File: config.mk
export PLATFORM = sky130hd
export DESIGN_NAME = wre_mul
export DESIGN_NICKNAME = d
export VERILOG_FILES = /design/src/sv/wre_pkg.sv /design/src/sv/wre_mul.sv
export SDC_FILE = /design/constraint.sdc
export NUM_CORES = 1
export LEC_CHECK = 0
export ABC_AREA = 1
export BUFFER_PORTS_ARGS = -buffer_cell sky130_fd_sc_hd__buf_2
export CORE_MARGIN = 2
export CORE_UTILIZATION = 55
export DETAILED_ROUTE_END_ITERATION = 6
export HOLD_SLACK_MARGIN = 0.06
export PLACE_DENSITY = 0.75
export RECOVER_POWER = 50
export SYNTH_ARGS = -nofsm -noshare
export SYNTH_HDL_FRONTEND = slang
export SYNTH_SLANG_ARGS = --single-unit
File: constraint.sdc
create_clock -name clk -period 8.3 [get_ports clk]
set_input_delay 0.415 -clock clk [delete_from_list [all_inputs] [get_ports clk]]
set_output_delay 0.415 -clock clk [all_outputs]
set_load 0.1 [all_outputs]
File: src/sv/wre_pkg.sv
// Shared types, widths and constants of the windowed rate and remaining-time estimator.
// No dependencies; every other file imports this package.
`default_nettype none
package wre_pkg;

  localparam int SAMPLE_DEPTH_DEF = 64;

  localparam int TIME_W  = 48;
  localparam int ITEMS_W = 31;
  localparam int BYTES_W = 48;
  localparam int LEFT_W  = 48;
  localparam int MS_W    = 32;
  localparam int WIN_W   = 52;   // window in ns: 32-bit ms times 10^6
  localparam int CIDX_W  = 8;

  localparam int OPA_W  = 48;    // multiplier operands
  localparam int PROD_W = 96;
  localparam int DEN_W  = 68;    // divisor before doubling
  localparam int NUM_W  = PROD_W + 2;
  localparam int RES_W  = 49;
  localparam int ETA_W  = 48;

  localparam logic [CIDX_W-1:0] CFG_ETA_WIN   = 8'd0;
  localparam logic [CIDX_W-1:0] CFG_SPEED_WIN = 8'd1;

  localparam logic [19:0]      NS_PER_MS      = 20'd1000000;
  localparam logic [OPA_W-1:0] K_NS_PER_MS    = 48'd1000000;
  localparam logic [OPA_W-1:0] K_NS_PER_S     = 48'd1000000000;
  localparam logic [OPA_W-1:0] K_NS_PER_S_X100 = 48'd100000000000;

  localparam logic [WIN_W-1:0] ETA_WIN_NS_RST   = 52'd60000000000;
  localparam logic [WIN_W-1:0] SPEED_WIN_NS_RST = 52'd5000000000;

  typedef struct packed {
    logic [TIME_W-1:0]  time_ns;
    logic [ITEMS_W-1:0] items;
    logic [BYTES_W-1:0] bytes;
  } sample_t;

  typedef struct packed {
    logic             go;
    logic [OPA_W-1:0] a;
    logic [OPA_W-1:0] b;
  } mul_req_t;

  typedef struct packed {
    logic              done;
    logic [PROD_W-1:0] prod;
  } mul_rsp_t;

  typedef struct packed {
    logic              go;
    logic [PROD_W-1:0] n;
    logic [DEN_W-1:0]  d;
    logic              neg;
    logic              eta;   // eta limits instead of rate limits
  } div_req_t;

  typedef struct packed {
    logic             done;
    logic [RES_W-1:0] res;
  } div_rsp_t;

endpackage
`default_nettype wire

File: src/sv/wre_mul.sv
// Shift-and-add multiplier, one multiplier bit per cycle, stops when the bits run out.
// Depends on wre_pkg.
`default_nettype none
module wre_mul import wre_pkg::*; (
  input  wire logic     clk,
  input  wire logic     rst_n,
  input  wire mul_req_t req,
  output mul_rsp_t      rsp
);

  logic              busy_r, busy_nxt;
  logic              done_r, done_nxt;
  logic [PROD_W-1:0] acc_r, acc_nxt;
  logic [PROD_W-1:0] ash_r, ash_nxt;
  logic [OPA_W-1:0]  bsh_r, bsh_nxt;

  always_comb begin
    busy_nxt = busy_r;
    done_nxt = 1'b0;
    acc_nxt  = acc_r;
    ash_nxt  = ash_r;
    bsh_nxt  = bsh_r;
    if (req.go) begin
      busy_nxt = 1'b1;
      acc_nxt  = '0;
      ash_nxt  = PROD_W'(req.a);
      bsh_nxt  = req.b;
    end else if (busy_r) begin
      if (bsh_r == '0) begin
        busy_nxt = 1'b0;
        done_nxt = 1'b1;
      end else begin
        if (bsh_r[0]) begin
          acc_nxt = acc_r + ash_r;
        end
        ash_nxt = {ash_r[PROD_W-2:0], 1'b0};
        bsh_nxt = {1'b0, bsh_r[OPA_W-1:1]};
      end
    end
  end

  always_ff @(posedge clk) begin
    if (!rst_n) begin
      busy_r <= 1'b0;
      done_r <= 1'b0;
    end else begin
      busy_r <= busy_nxt;
      done_r <= done_nxt;
    end
    acc_r <= acc_nxt;
    ash_r <= ash_nxt;
    bsh_r <= bsh_nxt;
  end

  assign rsp.done = done_r;
  assign rsp.prod = acc_r;

endmodule
`default_nettype wire

Word level (Yosys, flattened, before mapping)

Index checks and enable logic that the tools add are counted.
Widths: inputs -> output; s select.

Equal/unequal tests: 1
Add/sub/neg operators: 1
Mux-type cells: 10
Reductions and logical operators: 6
Bitwise logic cells: 3

Operators by type and width:

| cell               | number |
|---|---|
| $mux 48            | 6 |
| $add 96x96->96     | 1 |
| $logic_not 48->1   | 1 |
| $mux 1             | 4 |
| $reduce_and 2->1   | 2 |
| $not 1->1          | 3 |
| $reduce_and 3->1   | 1 |
| $reduce_or 3->1    | 1 |
| $ne 2x2->1 const B | 1 |
| $reduce_bool 2->1  | 1 |

Input bits: 99
Output and inout port bits: 97
Register bits: 242
Word-level logic and storage cells: 27

Depth between registers and ports, before layout

Gate-level depths: netlist of run 1.

Depth after elaboration: 4
Mapped depth: 17
Mapped depth without buffers: 17

Least setup slack after synthesis of run 1

OpenSTA, ideal clock, no wires.

Path type: input to register
Start point: in req[96] (netlist name)
End point: reg ash_r[0], enable pin
Setup slack: 4.570 ns
Buffers on the path: 3
Stages on the path: 5
Arrival: 2.828 ns
Library setup time: 0.902 ns
Data required time: 7.398 ns
Path through: clkbuf_1 inv_1 clkbuf_1 clkbuf_1 nand2_1

Longest elaborated chain between the ends: 2
Elaborated cells between the ends (all ways): 3
Classes of those cells: 1 x eq/ne; 2 x reduce/logical

Ends and longest elaborated chain:

| item                                                                    | RTL line      | RTL |
|---|---|---|
| start: declaration                                                      | wre_mul.sv:7  | `input wire mul_req_t req,` |
| $ne 2x2->1 (no source line) / $reduce_bool 2->1 (equally long branches) | -             |  |
| $reduce_and 2->1 (no source line) (*)                                   | -             |  |
| end signal: assignment                                                  | wre_mul.sv:51 | `ash_r <= ash_nxt;` |
| end: declaration                                                        | wre_mul.sv:14 | `logic [PROD_W-1:0] ash_r, ash_nxt;` |

Mark *: on every way between the ends. The rest lies on a longest branch, timed or not.
A chain may end at the register's enable or synchronous reset.

Worst setup path in the final report of run 1

Start point: in req[96] (netlist name)
End point: reg bsh_r[0], enable pin

Longest elaborated chain between the ends: 2
Elaborated cells between the ends (all ways): 3
Classes of those cells: 1 x eq/ne; 2 x reduce/logical

Ends and longest elaborated chain:

| item                                                                    | RTL line      | RTL |
|---|---|---|
| $ne 2x2->1 (no source line) / $reduce_bool 2->1 (equally long branches) | -             |  |
| $reduce_and 2->1 (no source line) (*)                                   | -             |  |
| end signal: assignment                                                  | wre_mul.sv:52 | `bsh_r <= bsh_nxt;` |
| end: declaration                                                        | wre_mul.sv:15 | `logic [OPA_W-1:0] bsh_r, bsh_nxt;` |

Marks and branches as above.

==> results of run 1 <==
through the flow:
step	util	cell area [um^2]	cells	setup WS, ns	hold WS, ns
2_1_floorplan	-	19400	3302	4.57	0.469
5_1_grt	0.621	21600	3945	2.36	0.0693
3_5_place_dp	0.599	20800	3893	4.90	0.501
3_3_place_gp	0.599	20800	3893	5.01	0.476
4_1_cts	0.625	21700	3945	4.77	0.0681
6_report	0.621	21600	3945	2.72	0.0693
cell type report:
| class | instances | area (um^2) | area share |
|---|---|---|---|
| multi-input combinational | 2253 | 10600 | 0.490 |
| sequential | 242 | 5810 | 0.269 |
| inverter | 739 | 2780 | 0.129 |
| timing repair buffer | 204 | 913 | 0.0424 |
| clock buffer | 35 | 747 | 0.0346 |
| tap | 455 | 569 | 0.0264 |
| clock inverter | 17 | 188 | 0.00870 |
logic make-up (layout without fill, tap and decap cells):
kind of cell	after synthesis	count (layout)	synth area share
AO/OA/AOI/OAI	309	309	0.0809
XOR/XNOR	41	41	0.0185
adder cells (fa/ha/maj)	96	96	0.0622
buffers and inverters	807	995	0.158
flip-flops	242	242	0.299
AND/OR/NAND/NOR	1807	1807	0.382
power groups by stage:
stage               clock [mW]  sequential, mW  combinational, mW
floorplan                    0            1.69              0.581
finish                    1.29            1.43               1.14
detailed placement           0            1.45               1.11
global placement             0            1.45               1.09
global route              1.33            1.44               1.23
CTS                       1.29            1.43               1.13
worst min path at each step:
stage                            from                endpoint  slack, ns  cells past startpoint
2_1_floorplan       busy_r$_SDFF_PN0_       done_r$_SDFF_PP0_       0.47                      2
3_5_place_dp   ash_r[68]$_SDFFE_PP0P_  ash_r[68]$_SDFFE_PP0P_       0.50                      2
3_3_place_gp    acc_r[0]$_SDFFE_PP0P_   acc_r[0]$_SDFFE_PP0P_       0.48                      2
6_report                        rst_n       busy_r$_SDFF_PN0_       0.07                      3
4_1_cts                         rst_n       busy_r$_SDFF_PN0_       0.07                      3
5_1_grt                         rst_n       busy_r$_SDFF_PN0_       0.07                      3
state kept, by name, indices dropped and copies added (netlist names):
signal and flops:
acc_r 96, busy_r 1, bsh_r 48, ash_r 96
done_r 1
layer usage:
layer | vias to the layer above | track usage | share of wire
met5 | - | 0.0179 | 0.00098
met4 | 2 | 0.140 | 0.040
met3 | 159 | 0.0773 | 0.098
met2 | 1100 | 0.642 | 0.44
met1 | 9553 | 0.540 | 0.43
li1 | 10267 | - | -
worst max-delay path, stage by stage:
cell        delay (ns)
clkbuf_1          1.58
clkinvlp_2        1.90
nand2_1           0.70
buf_4             0.92
cells in the final DEF, fill, tap and decap left out, types with 7 or more instances in the layout:
master / count
nand3_2: 19
nand3_1: 109
inv_1: 711
buf_2: 97
inv_2: 27
xor2_1: 18
clkbuf_1: 105
nor2_2: 54
nand4_1: 37
nor2_1: 302
dfxtp_1: 146
buf_4: 7
o21bai_1: 9
clkbuf_16: 28
a21oi_1: 150
ha_1: 95
nand2_1: 1232
edfxtp_1: 96
nand2_2: 18
o21ai_0: 145
nor3_1: 15
xnor2_1: 23
==> reports/metrics.cfg, run 1 <==
[sta]
max_freq_ghz = 0.179
final.setup.tns_ns = 0
fin_crit_sh = 0.672
skew_ns = 0.0262
worstMarginPinSlew_ns = 3.27
slew_headroom = -1.18
min_period_ns = 5.58
drv_slew = 231
rsz0062_at_grt = false
setup_viol = 0
hold_violations = 0

[global_routing]
track_usage = 0.401
antenna_found_initial = 1
grt_pass1_vias = 19815
grt_max_degree = 92
grt_overflow = 0
grt_pass1_wl_um = 112000

[power]
p_switching_mw = 1.50
clockPowerShare = 0.334
seqPwrFrac = 0.371
p_leak_nw = 11.9
p_sw_frac = 0.388
power_mw = 3.86
cellInternalPower_mw = 2.36
powerDensity_nw_per_um2 = 179
vdd_drop_max_v = 0.000260
power_frac_comb = 0.295

[logic_synthesis]
synth-seq-cells = 242
synthTopCellsByArea = nand2_1, dfxtp_1, edfxtp_1
ys.flop_type = dfxtp_1
synth_area_leader_cell = nand2_1
synth_top_cells_by_count = nand2_1, inv_1, nor2_1, a21oi_1, dfxtp_1
avgSynthCellArea_um2 = 5.89
ys_seq_area_frac = 0.299
synth_top_cell_area_share = 0.238
ys_warn_count = 0
synth_edf_count = 96
syn_area_um2 = 19400
syn_inst = 3302
syn-num-nets = 3497
ys_types = 33
synth_most_common_cell = nand2_1
ys_async_sr_fraction = 0

[place]
post-dp-hpwl_um = 59400
routabilityCongestion = 1.02
io_buffers = 195

[setup_path]
reg2reg_from = bsh_r[0]$_DFFE_PP_
critical_path_class = in -> reg
r2r-end = acc_r[19]$_SDFFE_PP0P_
rrSetupSlack_ns = 2.73
crit_required_ns = 8.50
crit_path_end_kind = flop
endpoint = bsh_r[0]$_DFFE_PP_
critPathLaunchType = input pin
crit_start = req[96]
critPathMaxFanout = 91
crit_arrival_ns = 5.77
rr_worst_depth = 10

[final_layout]
fin_nets = 3663
antenna_cells = 0
n_fill_cell = 3338
syn_to_final_growth_pct = 10.9
drive_gt1_frac = 0.0802

[clocking]
htreeDepth = 1
cts_sinks = 242
clockBufferDepth = 3
cts_root_buf = clkbuf_16
hold_buffers = 0
cts_tree = done
clkTransAtPathRegs_ns = 0.06
postCtsSetupRepairBufs = 0
postCtsResizedCells = 0
cts_buffers = 28
insertion_delay_ns = 0.59

[routing]
vias = 21081
first_pass_iters = 6
wire_per_inst_um = 18.9
postRouteAntennaNets = 0
drc = 0
wl_um = 74600
drt-initial-drc-count = 2018
routed_via_density = 5.34

[outcome]
status = finished with violations
violations = max-capacitance violations, max-slew violations

[floorplan]
dieArea_um2 = 36900
dieHeight_um = 192
io_pins = 196
num_rows = 68
die_x_um = 192
start_util = 0.560
core_um2 = 34700

[hold_path]
hold_class = in -> reg

[job]
maxCapViolCount = 4

Power figures use the tool's default switching activity.
==> inputs of run 2 (changes only) <==
clock period = 5.65 ns   (was 8.3 ns; I/O delays follow)
==> run 2 against run 1 <==
  * The run ends with design-rule violations, max-capacitance violations, max-slew violations left
  * Sequential share of layout area down 1.2 points
  * Via count up 6.3%
  * Register-to-register slack worse by 1.1 ns
  * Critical path depth down 1
  * Clock skew up 0.011 ns
  * Combinational power up 55%
  * Critical path type unchanged
  * Largest cell class unchanged
==> reports/metrics.cfg, run 2 (synthesis gave the netlist of run 1 again) <==
[routing]
vias = 22399  ; was 21081
wire_per_inst_um = 20.2  ; was 18.9 um
drc = 1  ; was 0
drt-initial-drc-count = 2905  ; was 2018
postRouteAntennaNets = 0  ; unchanged
routed_via_density = 5.55  ; was 5.34
wl_um = 81400  ; was 74600 um
first_pass_iters = 7  ; was 6

[floorplan]
num_rows = 68  ; unchanged
io_pins = 196  ; unchanged
start_util = 0.560  ; unchanged
core_um2 = 34700  ; unchanged
dieArea_um2 = 36900  ; unchanged
die_x_um = 192  ; unchanged
dieHeight_um = 192  ; unchanged

[power]
cellInternalPower_mw = 3.59  ; was 2.36 mW
vdd_drop_max_v = 0.000318  ; was 0.000260 V
clockPowerShare = 0.339  ; was 0.334
power_frac_comb = 0.301  ; was 0.295
p_sw_frac = 0.392  ; was 0.388
p_leak_nw = 12.3  ; was 11.9 nW
p_switching_mw = 2.31  ; was 1.50 mW
power_mw = 5.90  ; was 3.86 mW
powerDensity_nw_per_um2 = 262  ; was 179 nW/um^2
seqPwrFrac = 0.360  ; was 0.371

[clocking]
cts_tree = done  ; unchanged
postCtsResizedCells = 0  ; unchanged
insertion_delay_ns = 0.61  ; was 0.59 ns
clockBufferDepth = 3  ; unchanged
htreeDepth = 1  ; unchanged
cts_sinks = 242  ; unchanged
cts_root_buf = clkbuf_16  ; unchanged
clkTransAtPathRegs_ns = 0.07  ; was 0.06 ns
cts_buffers = 28  ; unchanged

[global_routing]
grt_pass1_vias = 21169  ; was 19815
grt_pass1_wl_um = 121000  ; was 112000 um
grt_overflow = 0  ; unchanged
grt_max_degree = 120  ; was 92
antenna_found_initial = 0  ; was 1
track_usage = 0.434  ; was 0.401

[sta]
final.setup.tns_ns = 0  ; unchanged
hold_violations = 0  ; unchanged
worstMarginPinSlew_ns = 4.54  ; was 3.27 ns
min_period_ns = 4.72
holdWs_ns = 0.0821  ; was 0.0693 ns
max_freq_ghz = 0.212
rsz0062_at_grt = false  ; unchanged
setup_viol = 0  ; unchanged
skew_ns = 0.0376  ; was 0.0262 ns
slew_headroom = -2.03  ; was -1.18
fin_crit_sh = 0.835
drv_slew = 196  ; was 231

[hold_path]
hold_start = req[6]  ; was rst_n
hold_class = in -> reg  ; unchanged

[final_layout]
antenna_cells = 0  ; unchanged
syn_to_final_growth_pct = 16.0  ; was 10.9%
mostFrequentLayoutCells = nand2_1, inv_1, nor2_1, a21oi_1, dfxtp_1  ; unchanged
drive_gt1_frac = 0.0773  ; was 0.0802
finalInstanceArea_um2 = 22600  ; was 21600 um^2
fin_nets = 3757  ; was 3663
reg_top3 = acc_r (96), ash_r (96), bsh_r (48)  ; unchanged
final_common_cell = nand2_1  ; unchanged

[setup_path]
critPathMaxFanout = 119  ; was 91
crit_required_ns = 5.79  ; was 8.50 ns
crit_path_end_kind = flop  ; unchanged
crit_arrival_ns = 4.86  ; was 5.77 ns
reg2reg_from = bsh_r[13]$_DFFE_PP_  ; was bsh_r[0]$_DFFE_PP_
critPathLaunchType = input pin  ; unchanged
critical_path_class = in -> reg  ; unchanged
crit_start = req[96]  ; unchanged

[outcome]
violations = design-rule violations, max-capacitance violations, max-slew violations  ; was max-capacitance violations, max-slew violations
status = finished with violations  ; unchanged

[place]
io_buffers = 195  ; unchanged
post-dp-hpwl_um = 58100  ; was 59400 um
routabilityCongestion = 1.02  ; about the same
postPlaceCellArea_um2 = 20800  ; about the same

[job]
maxCapViolCount = 3  ; was 4

[run 2: changes by cell type in the layout (fill, tap and decap cells not counted), sizes merged]
| cell | delta |
|---|---|
| dlygate4sd3 | +96 |
| buf | -2 |
| clkinv | +3 |
| bufinv | +2 |
| clkinvlp | -3 |
| clkbuf | -2 |
[run 2: path summary, 6_finish.rpt]
check	end	slack, ns	cells after the start
min	bsh_r[6]$_DFFE_PP_	0.08	3
max	bsh_r[28]$_DFFE_PP_	0.93	3
max reg2reg	acc_r[21]$_SDFFE_PP0P_	1.59	10
min reg2reg	ash_r[84]$_SDFFE_PP0P_	0.51	2
[run 2: power groups by stage]
stage | Combinational [mW] | Sequential, mW | Clock [mW]
global route | 1.89 | 2.13 | 2.04
finish | 1.77 | 2.12 | 2.00
detailed placement | 1.63 | 2.14 | 0
floorplan | 0.854 | 2.48 | 0
CTS | 1.70 | 2.10 | 1.97
global placement | 1.59 | 2.13 | 0
[run 2: timing repair]
action | CTS | global route
hold buffers | 95 | 1
endpoints found under the hold margin | 96 | 1
buffers inserted | 0 | 0
[run 2: final cells by class]
class / count / area, um^2
fill: 3093 / 12200
inverter: 739 / 2780
clock buffer: 33 / 719
clock inverter: 19 / 255
multi-input combinational: 2253 / 10600
timing repair buffer: 298 / 1860
tap: 455 / 569
sequential: 242 / 5810
[run 2: routing by layer]
layer	global-route usage	vias to the layer above	wire length, um
li1	-	10444	-
met1	0.576	10087	32400
met2	0.682	1593	35000
met3	0.0893	275	9720
met4	0.188	0	4240
met5	0	-	0
[run 2: critical path, stage by stage]
cell      delay (ns)
buf_6           0.57
clkbuf_1        3.23
o21ai_0         0.76
[run 2: per-stage QoR]
stage                     std cells  setup slack, ns   util
after floorplan                3302             1.94      -
after global placement         3891             2.58  0.598
after detailed placement       3891             2.32  0.598
after CTS                      4038             2.10  0.654
after global routing           4039            0.898  0.650
final                          4039            0.930  0.650
