--- config.mk ---
export PLATFORM = sky130hd
export DESIGN_NAME = wre_div
export DESIGN_NICKNAME = d
export VERILOG_FILES = /design/src/sv/wre_pkg.sv /design/src/sv/wre_div.sv
export SDC_FILE = /design/constraint.sdc
export NUM_CORES = 1
export LEC_CHECK = 0
export BUFFER_PORTS_ARGS = -buffer_cell sky130_fd_sc_hd__buf_2
export CAP_MARGIN = 20
export CORE_ASPECT_RATIO = 0.75
export CORE_MARGIN = 4
export CORE_UTILIZATION = 65
export DETAILED_ROUTE_END_ITERATION = 12
export GPL_ROUTABILITY_DRIVEN = 0
export PLACE_DENSITY_LB_ADDON = 0.1
export SETUP_SLACK_MARGIN = 0.15
export SLEW_MARGIN = 40
export SYNTH_ARGS = -nofsm -noshare
export SYNTH_HDL_FRONTEND = slang
export SYNTH_SLANG_ARGS = --single-unit
--- constraint.sdc ---
create_clock -name clk -period 9.7 [get_ports clk]
set_input_delay 1.94 -clock clk [delete_from_list [all_inputs] [get_ports clk]]
set_output_delay 1.94 -clock clk [all_outputs]
set_load 0.02 [all_outputs]
--- src/sv/wre_pkg.sv ---
// Shared types, widths and constants of the windowed rate and remaining-time estimator.
// No dependencies; every other file imports this package.
`default_nettype none
package wre_pkg;

  localparam int SAMPLE_DEPTH_DEF = 64;

  localparam int TIME_W  = 48;
  localparam int ITEMS_W = 31;
  localparam int BYTES_W = 48;
  localparam int LEFT_W  = 48;
  localparam int MS_W    = 32;
  localparam int WIN_W   = 52;   // window in ns: 32-bit ms times 10^6
  localparam int CIDX_W  = 8;

  localparam int OPA_W  = 48;    // multiplier operands
  localparam int PROD_W = 96;
  localparam int DEN_W  = 68;    // divisor before doubling
  localparam int NUM_W  = PROD_W + 2;
  localparam int RES_W  = 49;
  localparam int ETA_W  = 48;

  localparam logic [CIDX_W-1:0] CFG_ETA_WIN   = 8'd0;
  localparam logic [CIDX_W-1:0] CFG_SPEED_WIN = 8'd1;

  localparam logic [19:0]      NS_PER_MS      = 20'd1000000;
  localparam logic [OPA_W-1:0] K_NS_PER_MS    = 48'd1000000;
  localparam logic [OPA_W-1:0] K_NS_PER_S     = 48'd1000000000;
  localparam logic [OPA_W-1:0] K_NS_PER_S_X100 = 48'd100000000000;

  localparam logic [WIN_W-1:0] ETA_WIN_NS_RST   = 52'd60000000000;
  localparam logic [WIN_W-1:0] SPEED_WIN_NS_RST = 52'd5000000000;

  typedef struct packed {
    logic [TIME_W-1:0]  time_ns;
    logic [ITEMS_W-1:0] items;
    logic [BYTES_W-1:0] bytes;
  } sample_t;

  typedef struct packed {
    logic             go;
    logic [OPA_W-1:0] a;
    logic [OPA_W-1:0] b;
  } mul_req_t;

  typedef struct packed {
    logic              done;
    logic [PROD_W-1:0] prod;
  } mul_rsp_t;

  typedef struct packed {
    logic              go;
    logic [PROD_W-1:0] n;
    logic [DEN_W-1:0]  d;
    logic              neg;
    logic              eta;   // eta limits instead of rate limits
  } div_req_t;

  typedef struct packed {
    logic             done;
    logic [RES_W-1:0] res;
  } div_rsp_t;

endpackage
`default_nettype wire

--- src/sv/wre_div.sv ---
// Restoring divider computing round(n/d) half away from zero, then sign and saturation.
// Depends on wre_pkg.
`default_nettype none
module wre_div import wre_pkg::*; (
  input  wire logic     clk,
  input  wire logic     rst_n,
  input  wire div_req_t req,
  output div_rsp_t      rsp
);

  localparam int CNT_W = $clog2(NUM_W + 1);
  localparam int DD_W  = DEN_W + 1;

  logic             busy_r, busy_nxt;
  logic             done_r, done_nxt;
  logic [CNT_W-1:0] cnt_r, cnt_nxt;
  logic [NUM_W-1:0] num_r, num_nxt;
  logic [NUM_W-1:0] q_r, q_nxt;
  logic [DD_W-1:0]  den_r, den_nxt;
  logic [DD_W-1:0]  rem_r, rem_nxt;
  logic             neg_r, neg_nxt;
  logic             eta_r, eta_nxt;
  logic [RES_W-1:0] res_r, res_nxt;

  logic [DD_W:0]    rem_sh;
  logic [RES_W-1:0] lim;
  logic [RES_W-1:0] mag;

  always_comb begin
    busy_nxt = busy_r;
    done_nxt = 1'b0;
    cnt_nxt  = cnt_r;
    num_nxt  = num_r;
    q_nxt    = q_r;
    den_nxt  = den_r;
    rem_nxt  = rem_r;
    neg_nxt  = neg_r;
    eta_nxt  = eta_r;
    res_nxt  = res_r;
    rem_sh   = {rem_r, num_r[NUM_W-1]};
    if (neg_r) begin
      lim = eta_r ? RES_W'(49'h0800000000000) : RES_W'(49'h0FFFFFFFFFFFF);
    end else begin
      lim = eta_r ? RES_W'(49'h07FFFFFFFFFFF) : RES_W'(49'h0FFFFFFFFFFFF);
    end
    if ((q_r[NUM_W-1:RES_W] != '0) || (q_r[RES_W-1:0] > lim)) begin
      mag = lim;
    end else begin
      mag = q_r[RES_W-1:0];
    end
    if (req.go) begin
      busy_nxt = 1'b1;
      cnt_nxt  = CNT_W'(NUM_W);
      num_nxt  = {1'b0, req.n, 1'b0} + NUM_W'(req.d);
      den_nxt  = {req.d, 1'b0};
      rem_nxt  = '0;
      q_nxt    = '0;
      neg_nxt  = req.neg;
      eta_nxt  = req.eta;
    end else if (busy_r) begin
      if (cnt_r == '0) begin
        busy_nxt = 1'b0;
        done_nxt = 1'b1;
        res_nxt  = neg_r ? (RES_W'(0) - mag) : mag;
      end else begin
        if (rem_sh >= {1'b0, den_r}) begin
          rem_nxt = DD_W'(rem_sh - {1'b0, den_r});
          q_nxt   = {q_r[NUM_W-2:0], 1'b1};
        end else begin
          rem_nxt = rem_sh[DD_W-1:0];
          q_nxt   = {q_r[NUM_W-2:0], 1'b0};
        end
        num_nxt = {num_r[NUM_W-2:0], 1'b0};
        cnt_nxt = cnt_r - CNT_W'(1);
      end
    end
  end

  always_ff @(posedge clk) begin
    if (!rst_n) begin
      busy_r <= 1'b0;
      done_r <= 1'b0;
    end else begin
      busy_r <= busy_nxt;
      done_r <= done_nxt;
    end
    cnt_r <= cnt_nxt;
    num_r <= num_nxt;
    q_r   <= q_nxt;
    den_r <= den_nxt;
    rem_r <= rem_nxt;
    neg_r <= neg_nxt;
    eta_r <= eta_nxt;
    res_r <= res_nxt;
  end

  assign rsp.done = done_r;
  assign rsp.res  = res_r;

endmodule
`default_nettype wire

Word-level counts from Yosys, hierarchy flattened
Cells that the tools add are included.

Word-level logic and storage cells: 43. Memories: 0. Latch bits: 0. Input port bits: 169. Output and inout port bits: 50. Register bits after elaboration: 393. RAM bits: 0. Bits in read-only memories: 0.

Equality and inequality tests: 1. Shifts and indexed selects: 0. Bitwise operators: 4. Order comparisons: 2. Muxes and demuxes: 14. Reduce and logical (&&, ||, !) cells: 8. Div/mod/pow operators: 0. Multipliers: 0. Add/sub/neg operators: 4.

Operators with widths (number): two-way mux 98 bit (3); adder 97 x 68 -> 98 bit (1); two-way mux 49 bit (2); two-way mux 48 bit (2); greater-or-equal comparator 70 x 69 -> 1 bit (1); two-way mux 69 bit (1); subtractor 69 bit (1); greater-than comparator 49 x 48 -> 1 bit (1); nonzero test 49 bit (1); subtractor 1 x 49 -> 49 bit, first input constant (1); two-way mux 47 bit (1); zero test 7 bit (1); subtractor 7 x 1 -> 7 bit, second input constant (1); two-way mux 1 bit (5); inverter 1 bit (4); AND reduction 2 bit (2); AND reduction 3 bit (1); OR reduction 3 bit (1); inequality test 2 bit, second input constant (1); nonzero test 2 bit (1); logical OR 1 bit (1).

Depth between registers and ports, before layout
Gate-level depths: netlist (run 1).

Depth after elaboration: 7. Gate-level depth with buffers: 27. Depth with buffers taken out: 23.

Least setup slack after synthesis (run 1)
No wires, ideal clock.

Path kind: input port to flip-flop. Start: input req[166] in the netlist's numbering. End: register res_r[0], enable pin. Buffers on the path: 1. Library setup time: 0.528 ns. Data arrival time: 5.788 ns. Stages: 2. Required time: 9.172 ns. Path slack: 3.384 ns. Cells stage by stage: clkbuf_1 nor3b_1.

Longest elaborated chain between the ends: 2.

Ends and longest elaborated chain: start, declared (line wre_div.sv:7) `input wire div_req_t req,`; inverter 1 bit (no line); AND reduction 3 bit (no line); end signal, assigned (line wre_div.sv:94) `res_r <= res_nxt;`; end, declared (line wre_div.sv:23) `logic [RES_W-1:0] res_r, res_nxt;`.

Every way passes these cells. A chain may end at the register's enable or synchronous reset.

Worst setup path after layout (run 1)
Start: register neg_r. End: register res_r[28] (data pin).

Longest elaborated chain between the ends: 6.

Ends and longest elaborated chain: start, declared (line wre_div.sv:21) `logic neg_r, neg_nxt;`; start signal, assigned (line wre_div.sv:92) `neg_r <= neg_nxt;`; two-way mux 48 bit (line wre_div.sv:41) `if (neg_r) begin`; greater-than comparator 49 x 48 -> 1 bit (line wre_div.sv:46) `if ((q_r[NUM_W-1:RES_W] != '0) || (q_r[RES_W-1:0] > lim)) begin`; logical OR 1 bit (line wre_div.sv:46); two-way mux 49 bit (line wre_div.sv:46); subtractor 1 x 49 -> 49 bit (line wre_div.sv:64) `res_nxt = neg_r ? (RES_W'(0) - mag) : mag;`; two-way mux 49 bit (*) (line wre_div.sv:64).

Every way passes the cells marked *; elsewhere a longest branch is shown, timed or not.

==> summary.md, run 1 <==
| Metric | Value |
|---|---|
| Reg2Reg Setup Slack | `about 3200 ps` |
| Clock root buffer | `clkbuf_16` |
| Largest net degree at the start of global routing | `109` |
| Final cell count without fillers | `3394` |
| Status | `finished, final reports clean` |
| Top_reg_cell synth | `edfxtp_1` |
| Synth Instances | `2735` |
| Wire per inst | `19.1 um` |
| CTS tree | `yes` |
| Syn_area_per_cell | `9.14 um2` |
| Worst-path clk slew | `about 60 ps` |
| Share of cells above drive strength 1 | `around 14%` |
| DRT Pass-1 Iters | `8` |
| Period utilization | `66.9%` |
| Largest family of logic cells by synthesized area | `compound AO/OA/AOI/OAI gates` |
| Sequential power share | `roughly 45%` |
| Fin. Hold Viols | `0` |
| Arr. time, crit path | `6760 ps` |
| Synth Cell Area | `0.0250 mm2` |
| Max-cap violations | `0` |
| Setup Buffers After CTS | `0` |
| Clk_skew | `between 20 and 25 ps` |
| Post-Synth Simple-Gate Area | `between 10% and 20%` |
| Layout area overhead | `10.6%` |
| Clk pwr share | `37.1%` |
| Dominant cell type by area after synthesis | `edfxtp_1` |
| CP max FO | `49` |
| P_leak | `0.0117 uW` |
| Die height | `between 150 and 200 um` |
| Worst Hold Launch | `rem_r[53]$_SDFFE_PP0P_` |
| CP Capture Type | `flop` |
| Relative slew slack | `about 40%` |
| Post-CTS Resized | `0` |
| Most frequent cells after synthesis | `246 x a21oi_1, 239 x nand2_1, 217 x edfxtp_1` |
| Internal power | `roughly 3100 uW` |
| Min Tclk post-route | `between 6000 and 7000 ps` |
| P per Cell Area | `154 mW/mm2` |
| Final ANT Viol Nets | `0` |
| CP Class | `reg2reg` |
| Post-Syn Nets | `3064` |
| R2R depth | `21` |
| FF-to-FF Start | `neg_r$_DFFE_PP_` |
| Worst slew pin tran | `897 ps` |
| Diode count | `0` |
| Most common cell in the netlist | `a21oi_1` |
| Total GRT Usage | `between 30% and 40%` |
| Combinational Power Share | `17.9%` |
| Switching Fraction | `27.0%` |
| CTS Buffer Depth | `3` |
| Mux cell area share after synthesis | `3.49%` |
| WHS Endpoint | `rem_r[53]$_SDFFE_PP0P_` |
| Fill count | `2761` |
| RSZ-0062 raised after global routing | `false` |
| Vias/cell | `~6.5` |
| RR Endpoint | `res_r[28]$_DFFE_PP_` |
| Register Area | `0.0100 mm2` |
| Hold crit path type | `reg2reg` |
| First-pass GRT wire length | `104000 um` |
| Post-synth ARST share | `0%` |
| Max-slew violations | `0` |
| Placed Instances | `between 3000 and 4000` |
| Die area | `0.0417 mm2` |
| Total gr overflow | `0` |
| Worst skew pair latency | `550 ps` |
| Max VDD drop | `0.152 mV` |
| Top cells by area, synth | `edfxtp_1 26%, dfxtp_1 14%, ha_1 7.9%, a21oi_1 4.9%, nand2_1 3.6%` |
| Post-synth EDFFs | `217` |
| Hold Crit Depth | `2` |
| Starting Density | `66.7%` |
| CTS Sinks | `about 390` |
| Vias in the first global route | `~20000` |
| Ys Warns | `0` |
| Synth Area in Compound Gates | `22.2%` |
| Core Footprint | `0.0375 mm2` |
| Post-synth top area share | `26.1%` |
| Final net count | `3189` |
| Vias | `approximately 22000` |
| CTS Buf Count | `39` |
| Site row count | `61` |
| I/O Buffers | `218` |
| Sequential area share after synthesis | `about two fifths` |
| Hold buffers post-CTS | `0` |
| H-tree levels | `2` |
| Critical path launch point type | `flop` |
| Iteration-0 DRC Markers | `2681` |
| DRC viols | `0` |
| Hpwl dp | `46500 um` |
| Crit path required time | `9970 ps` |
| Post-Synth XOR/XNOR Area | `6.06%` |
| Initial antenna violation count | `0` |
| Top Ports | `~220` |
| Fin Setup TNS | `0 ps` |
| # setup viols final | `0` |
| Die width | `about 230 um` |
| Switching pwr | `1150 uW` |
| WL final | `64900 um` |
| Synth cell types | `91` |
| Adder-Cell Fraction of Synth Area | `8.28%` |
| Achievable frequency | `154 MHz` |
| Synthesized flop and latch total | `between 300 and 400` |
| Multi-input logic area | `0.0139 mm2` |
-- cells by family after synthesis --
kind of cell | count (synthesis)
xor+xnor | 173
compound gates | 845
buf+inv | 285
simple gates | 795
mux | 79
flops | 393
fa+ha+maj | 165
-- critical path: stages (launching register included) --
cell and delay, ps:
edfxtp_1 320, buf_4 420, and2_4 570, inv_4 200, xnor2_1 220, nand4_1 200
nor4_2 370, nand3_1 150, nor2_1 250, o31a_2 650, nand2_1 230, o21ai_0 130
ha_1 330, nor2b_1 300, nand3b_1 130, or4_1 440, nor2_1 230, nand2_1 240
o31ai_1 380, a31oi_1 180, xnor2_1 180, a21oi_1 80
-- placed cells by master, fill, tap and decap left out, types with 14 or more instances in the layout --
master / n
a211oi_1: 27
a21o_1: 81
a21oi_1: 246
a22o_1: 93
a31oi_1: 24
and2_1: 16
and3_1: 26
buf_2: 217
clkbuf_16: 41
dfxtp_1: 176
edfxtp_1: 217
ha_1: 158
inv_1: 132
mux2_2: 65
mux2i_1: 14
nand2_1: 238
nand2b_1: 26
nand3_1: 57
nand4_1: 50
nor2_1: 205
nor2b_1: 17
nor3_1: 54
nor4_1: 30
o21a_1: 23
o21ai_0: 172
o21bai_1: 24
or3_1: 19
xnor2_1: 90
xor2_1: 83
-- state kept, by name, summed over array words and instances (netlist names), 7 cells and up --
signal and count:
cnt_r 7, num_r 98, q_r 98, res_r 49, rem_r 69, den_r 68
-- final cells by class --
type	instances	area share [%]
clock inverters	19	0.805
well taps	504	2.28
clock buffers	52	4.08
flip-flops and latches	393	36.3
multi-input cells	2057	50.1
repair buffers	235	4.56
inverters	134	1.84
-- per-layer routing --
metal	global-route usage, %	vias up	routed length, um
li1	-	10338	-
met1	45.1	10412	29200
met2	45.4	1201	27700
met3	4.77	166	6270
met4	8.63	0	1770
met5	0	-	0
-- how the worst max path moves through the flow --
stage | depth (start not counted) | end | slack (ps) | from
floorplan | 2 | res_r[0]$_DFFE_PP_ | 3380 | req[166]
global placement | 17 | num_r[79]$_DFFE_PP_ | 3680 | req[3]
detailed placement | 21 | res_r[28]$_DFFE_PP_ | 3420 | neg_r$_DFFE_PP_
CTS | 21 | res_r[28]$_DFFE_PP_ | 3400 | neg_r$_DFFE_PP_
global route | 21 | res_r[28]$_DFFE_PP_ | 2700 | neg_r$_DFFE_PP_
finish | 21 | res_r[28]$_DFFE_PP_ | 3210 | neg_r$_DFFE_PP_
-- power groups by stage --
stage	Clock [uW]	Combinational, uW	Sequential, uW
after global routing	1680	838	1930
final	1590	766	1920
after CTS	1620	747	1920
after global placement	0	716	1950
after detailed placement	0	740	1950
after floorplan	0	545	1940
-- through the flow --
| step | utilization [%] | hold slack, ps | instance area, um2 | setup slack (ps) | power [uW] |
|---|---|---|---|---|---|
| after global routing | 73.8 | 507 | 27700 | 2700 | 4450 |
| after floorplan | - | 442 | 25000 | 3380 | 2480 |
| after global placement | 70.0 | 458 | 26200 | 3680 | 2670 |
| final | 73.8 | 483 | 27700 | 3210 | 4270 |
| after CTS | 73.7 | 484 | 27600 | 3400 | 4280 |
| after detailed placement | 70.1 | 475 | 26300 | 3420 | 2690 |
Note: power is estimated with default switching activity, not from simulation.
==> run 2, diff against run 1 <==
--- a/config.mk
+++ b/config.mk
@@ -9,7 +9,7 @@
 export CAP_MARGIN = 20
 export CORE_ASPECT_RATIO = 0.75
 export CORE_MARGIN = 4
-export CORE_UTILIZATION = 65
+export CORE_UTILIZATION = 55
 export DETAILED_ROUTE_END_ITERATION = 12
 export GPL_ROUTABILITY_DRIVEN = 0
 export PLACE_DENSITY_LB_ADDON = 0.1
==> constraint.sdc (replaced) <==
create_clock -name clk -period 5.35 [get_ports clk]
set_input_delay 1.07 -clock clk [delete_from_list [all_inputs] [get_ports clk]]
set_output_delay 1.07 -clock clk [all_outputs]
set_load 0.02 [all_outputs]
==> run 2 against run 1 <==
Compared with the run above: worst hold slack lost 15 ps; largest power group unchanged; first-iteration DRC count shrank 26%; clock power grew 84%; register-to-register slack lost 2700 ps; critical path depth shrank 1; core utilization shrank 11 points; clock-buffer cell count grew 18; flip-flop and latch count is the same.
==> summary.md, run 2 (synthesis results as in run 1) <==
| Metric | Value |
|---|---|
| Vias in the first global route | `20037 (-1.3%)` |
| Vias/cell | `6.16 (-5.4%)` |
| Worst Setup SP | `eta_r$_DFFE_PP_` |
| Most common cell after layout, fill and taps aside | `a21oi_1` |
| P per Cell Area | `279 mW/mm2 (+81%)` |
| Max VDD drop | `0.228 mV (+50%)` |
| R2R depth | `20 (-4.8%)` |
| Worst slew pin tran | `959 ps (+61.9 ps)` |
| H-tree levels | `2 (unchanged)` |
| Top Ports | `219 (unchanged)` |
| Clock root buffer | `clkbuf_16` |
| CP Class | `reg2reg` |
| FF-to-FF Start | `eta_r$_DFFE_PP_` |
| Critical path launch point type | `flop` |
| Worst-path clk slew | `60 ps (about the same)` |
| Final ANT Viol Nets | `0 (unchanged)` |
| CTS tree | `yes` |
| RR Endpoint | `res_r[28]$_DFFE_PP_` |
| Iteration-0 DRC Markers | `1989 (-26%)` |
| Achievable frequency | `206 MHz (+34%)` |
| Die width | `254 um (+8.4%)` |
| CTS Buffer Depth | `3 (unchanged)` |
| Die height | `193 um (+8.3%)` |
| Die area | `0.0489 mm2 (+17%)` |
| Relative slew slack | `35.5% (-4.2 points)` |
| CTS Sinks | `393 (unchanged)` |
| Largest registers | `num_r (98), q_r (98), rem_r (69)` |
| Worst skew pair latency | `550 ps (about the same)` |
| WL final | `66300 um (+2.1%)` |
| Share of cells above drive strength 1 | `14.7% (+0.70 points)` |
| Reg2Reg Setup Slack | `490 ps (-2720 ps)` |
| DRC viols | `0 (unchanged)` |
| Core Footprint | `0.0448 mm2 (+19%)` |
| Initial antenna violation count | `2 (+2)` |
| Wire per inst | `18.9 um (-1.1%)` |
| Hold Crit Depth | `2 (unchanged)` |
| Met3 Usage GRT | `3.97% (-0.79 points)` |
| CTS Buf Count | `41 (+5.1%)` |
| M2 GR Usage | `38.3% (-7.1 points)` |
| Worst Setup EP | `res_r[28]$_DFFE_PP_` |
| Period utilization | `90.8% (+24 points)` |
| Layout area overhead | `12.1%` |
| Most frequent cells in the layout | `246 x a21oi_1, 238 x nand2_1, 217 x edfxtp_1, 217 x buf_2, 203 x nor2_1` |
| Fin. Hold Viols | `0 (unchanged)` |
| # setup viols final | `0 (unchanged)` |
| M1 GR Usage | `40.3% (-4.8 points)` |
| CP max FO | `12 (-76%)` |
| Total GRT Usage | `26.1% (-4.1 points)` |
| I/O Buffers | `218 (unchanged)` |
| RSZ-0062 raised after global routing | `true` |
| Critical Path, Cell by Cell | `and2_4 -> buf_4 -> ha_1 -> maj3_2 -> a221o_1 -> a31oi_1 -> a21oi_1 -> o21a_1 -> o31a_2 -> o21ai_1 -> ha_2 -> nor2b_1 -> nand3b_1 -> or4_1 -> nor2_4 -> nand2_2 -> o31ai_2 -> a31oi_1 -> xnor2_1 -> a21oi_1` |
| Max-slew violations | `0 (unchanged)` |
| Clk_skew | `23.7 ps (-0.717 ps)` |
| First-pass GRT wire length | `105000 um (+0.75%)` |
| Hold crit path type | `reg2reg` |
| Grt peak-use layer | `met1` |
| Starting Density | `55.8% (-11 points)` |
| Arr. time, crit path | `5120 ps (-1640 ps)` |
| WHS | `468 ps (-15.1 ps)` |
| P_leak | `0.0118 uW (+1.4%)` |
| Crit path required time | `5610 ps (-4360 ps)` |
| CP peak stage delay | `480 ps (-170 ps)` |
| Site row count | `67 (+9.8%)` |
| Fin Setup TNS | `0 ps (unchanged)` |
| CP max-delay cell | `or4_1` |
| Status | `finished, final reports clean` |
| Vias | `21585 (-2.4%)` |
| DRT Pass-1 Iters | `5 (-3)` |
| Largest net degree at the start of global routing | `180 (+65%)` |
| Hpwl dp | `47400 um (+1.8%)` |
| Total gr overflow | `0 (unchanged)` |
| Final net count | `3215 (+0.82%)` |
| Max-cap violations | `0 (unchanged)` |
| CP Capture Type | `flop` |
| Min Tclk post-route | `4860 ps (-1630 ps)` |
## run 2: cell types whose count changed in the layout (fill, tap and decap cells not counted), sizes merged
cell,delta
and2,+1
buf,+24
bufinv,-3
clkbuf,+17
clkinv,-7
clkinvlp,-4
diode,+1
inv,-2
## run 2: worst min-delay path by stage
stage	from	endpoint
after floorplan	rem_r[53]$_SDFFE_PP0P_	rem_r[53]$_SDFFE_PP0P_
after global placement	rem_r[68]$_SDFFE_PP0P_	rem_r[68]$_SDFFE_PP0P_
after detailed placement	rem_r[3]$_SDFFE_PP0P_	rem_r[3]$_SDFFE_PP0P_
after CTS	rem_r[3]$_SDFFE_PP0P_	rem_r[3]$_SDFFE_PP0P_
after global routing	rem_r[3]$_SDFFE_PP0P_	rem_r[3]$_SDFFE_PP0P_
final	rem_r[3]$_SDFFE_PP0P_	rem_r[3]$_SDFFE_PP0P_
## run 2: critical path, delay by kind of cell (launching register included)
kind	cells	cell delay [ps]
AOI/OAI and AO/OA	9	1800
xor gates and xnor gates	1	180
adders and majority gates	3	670
buffers and inverters	1	180
DFF	1	430
and+or+nand+nor	6	1320
## run 2: power breakdown
part | leakage, uW | internal (uW) | total [uW] | switching [uW]
clock | 0.000677 | 1750 | 2930 | 1190
combinational | 0.00762 | 574 | 1400 | 831
sequential | 0.00354 | 3410 | 3480 | 70.1
total | 0.0118 | 5730 | 7820 | 2090
## run 2: layout make-up
cell class	count	area [um2]
fill	3825	16700
multi-input combinational	2058	13900
sequential	393	10000
timing repair buffer	258	1470
clock buffer	70	1340
tap	586	733
inverter	134	508
clock inverter	3	40.0
antenna	1	2.50
## run 2: routing by layer
| metal | share of wire (%) | vias up | wire (um) |
|---|---|---|---|
| met5 | 0 | - | 0 |
| met4 | 2.1 | 0 | 1420 |
| met3 | 7.9 | 118 | 5240 |
| met2 | 41 | 902 | 27400 |
| met1 | 49 | 10146 | 32200 |
| li1 | - | 10419 | - |
## run 2: timing repair
action | 4_1_cts | 5_1_grt
setup buffers | 0 | 3
resized for setup | 0 | 5
setup endpoints to repair | 0 | 10
hold buffers | 0 | 0
## run 2: through the flow
stage	setup slack (ps)	power, uW	instance area [um2]	util, %	cells
CTS	386	7860	27900	62.4	3497
global route	127	8170	28000	62.6	3503
global placement	433	4880	26600	59.3	3424
floorplan	141	4510	25000	-	2735
detailed placement	355	4910	26600	59.3	3424
finish	493	7820	28000	62.6	3503
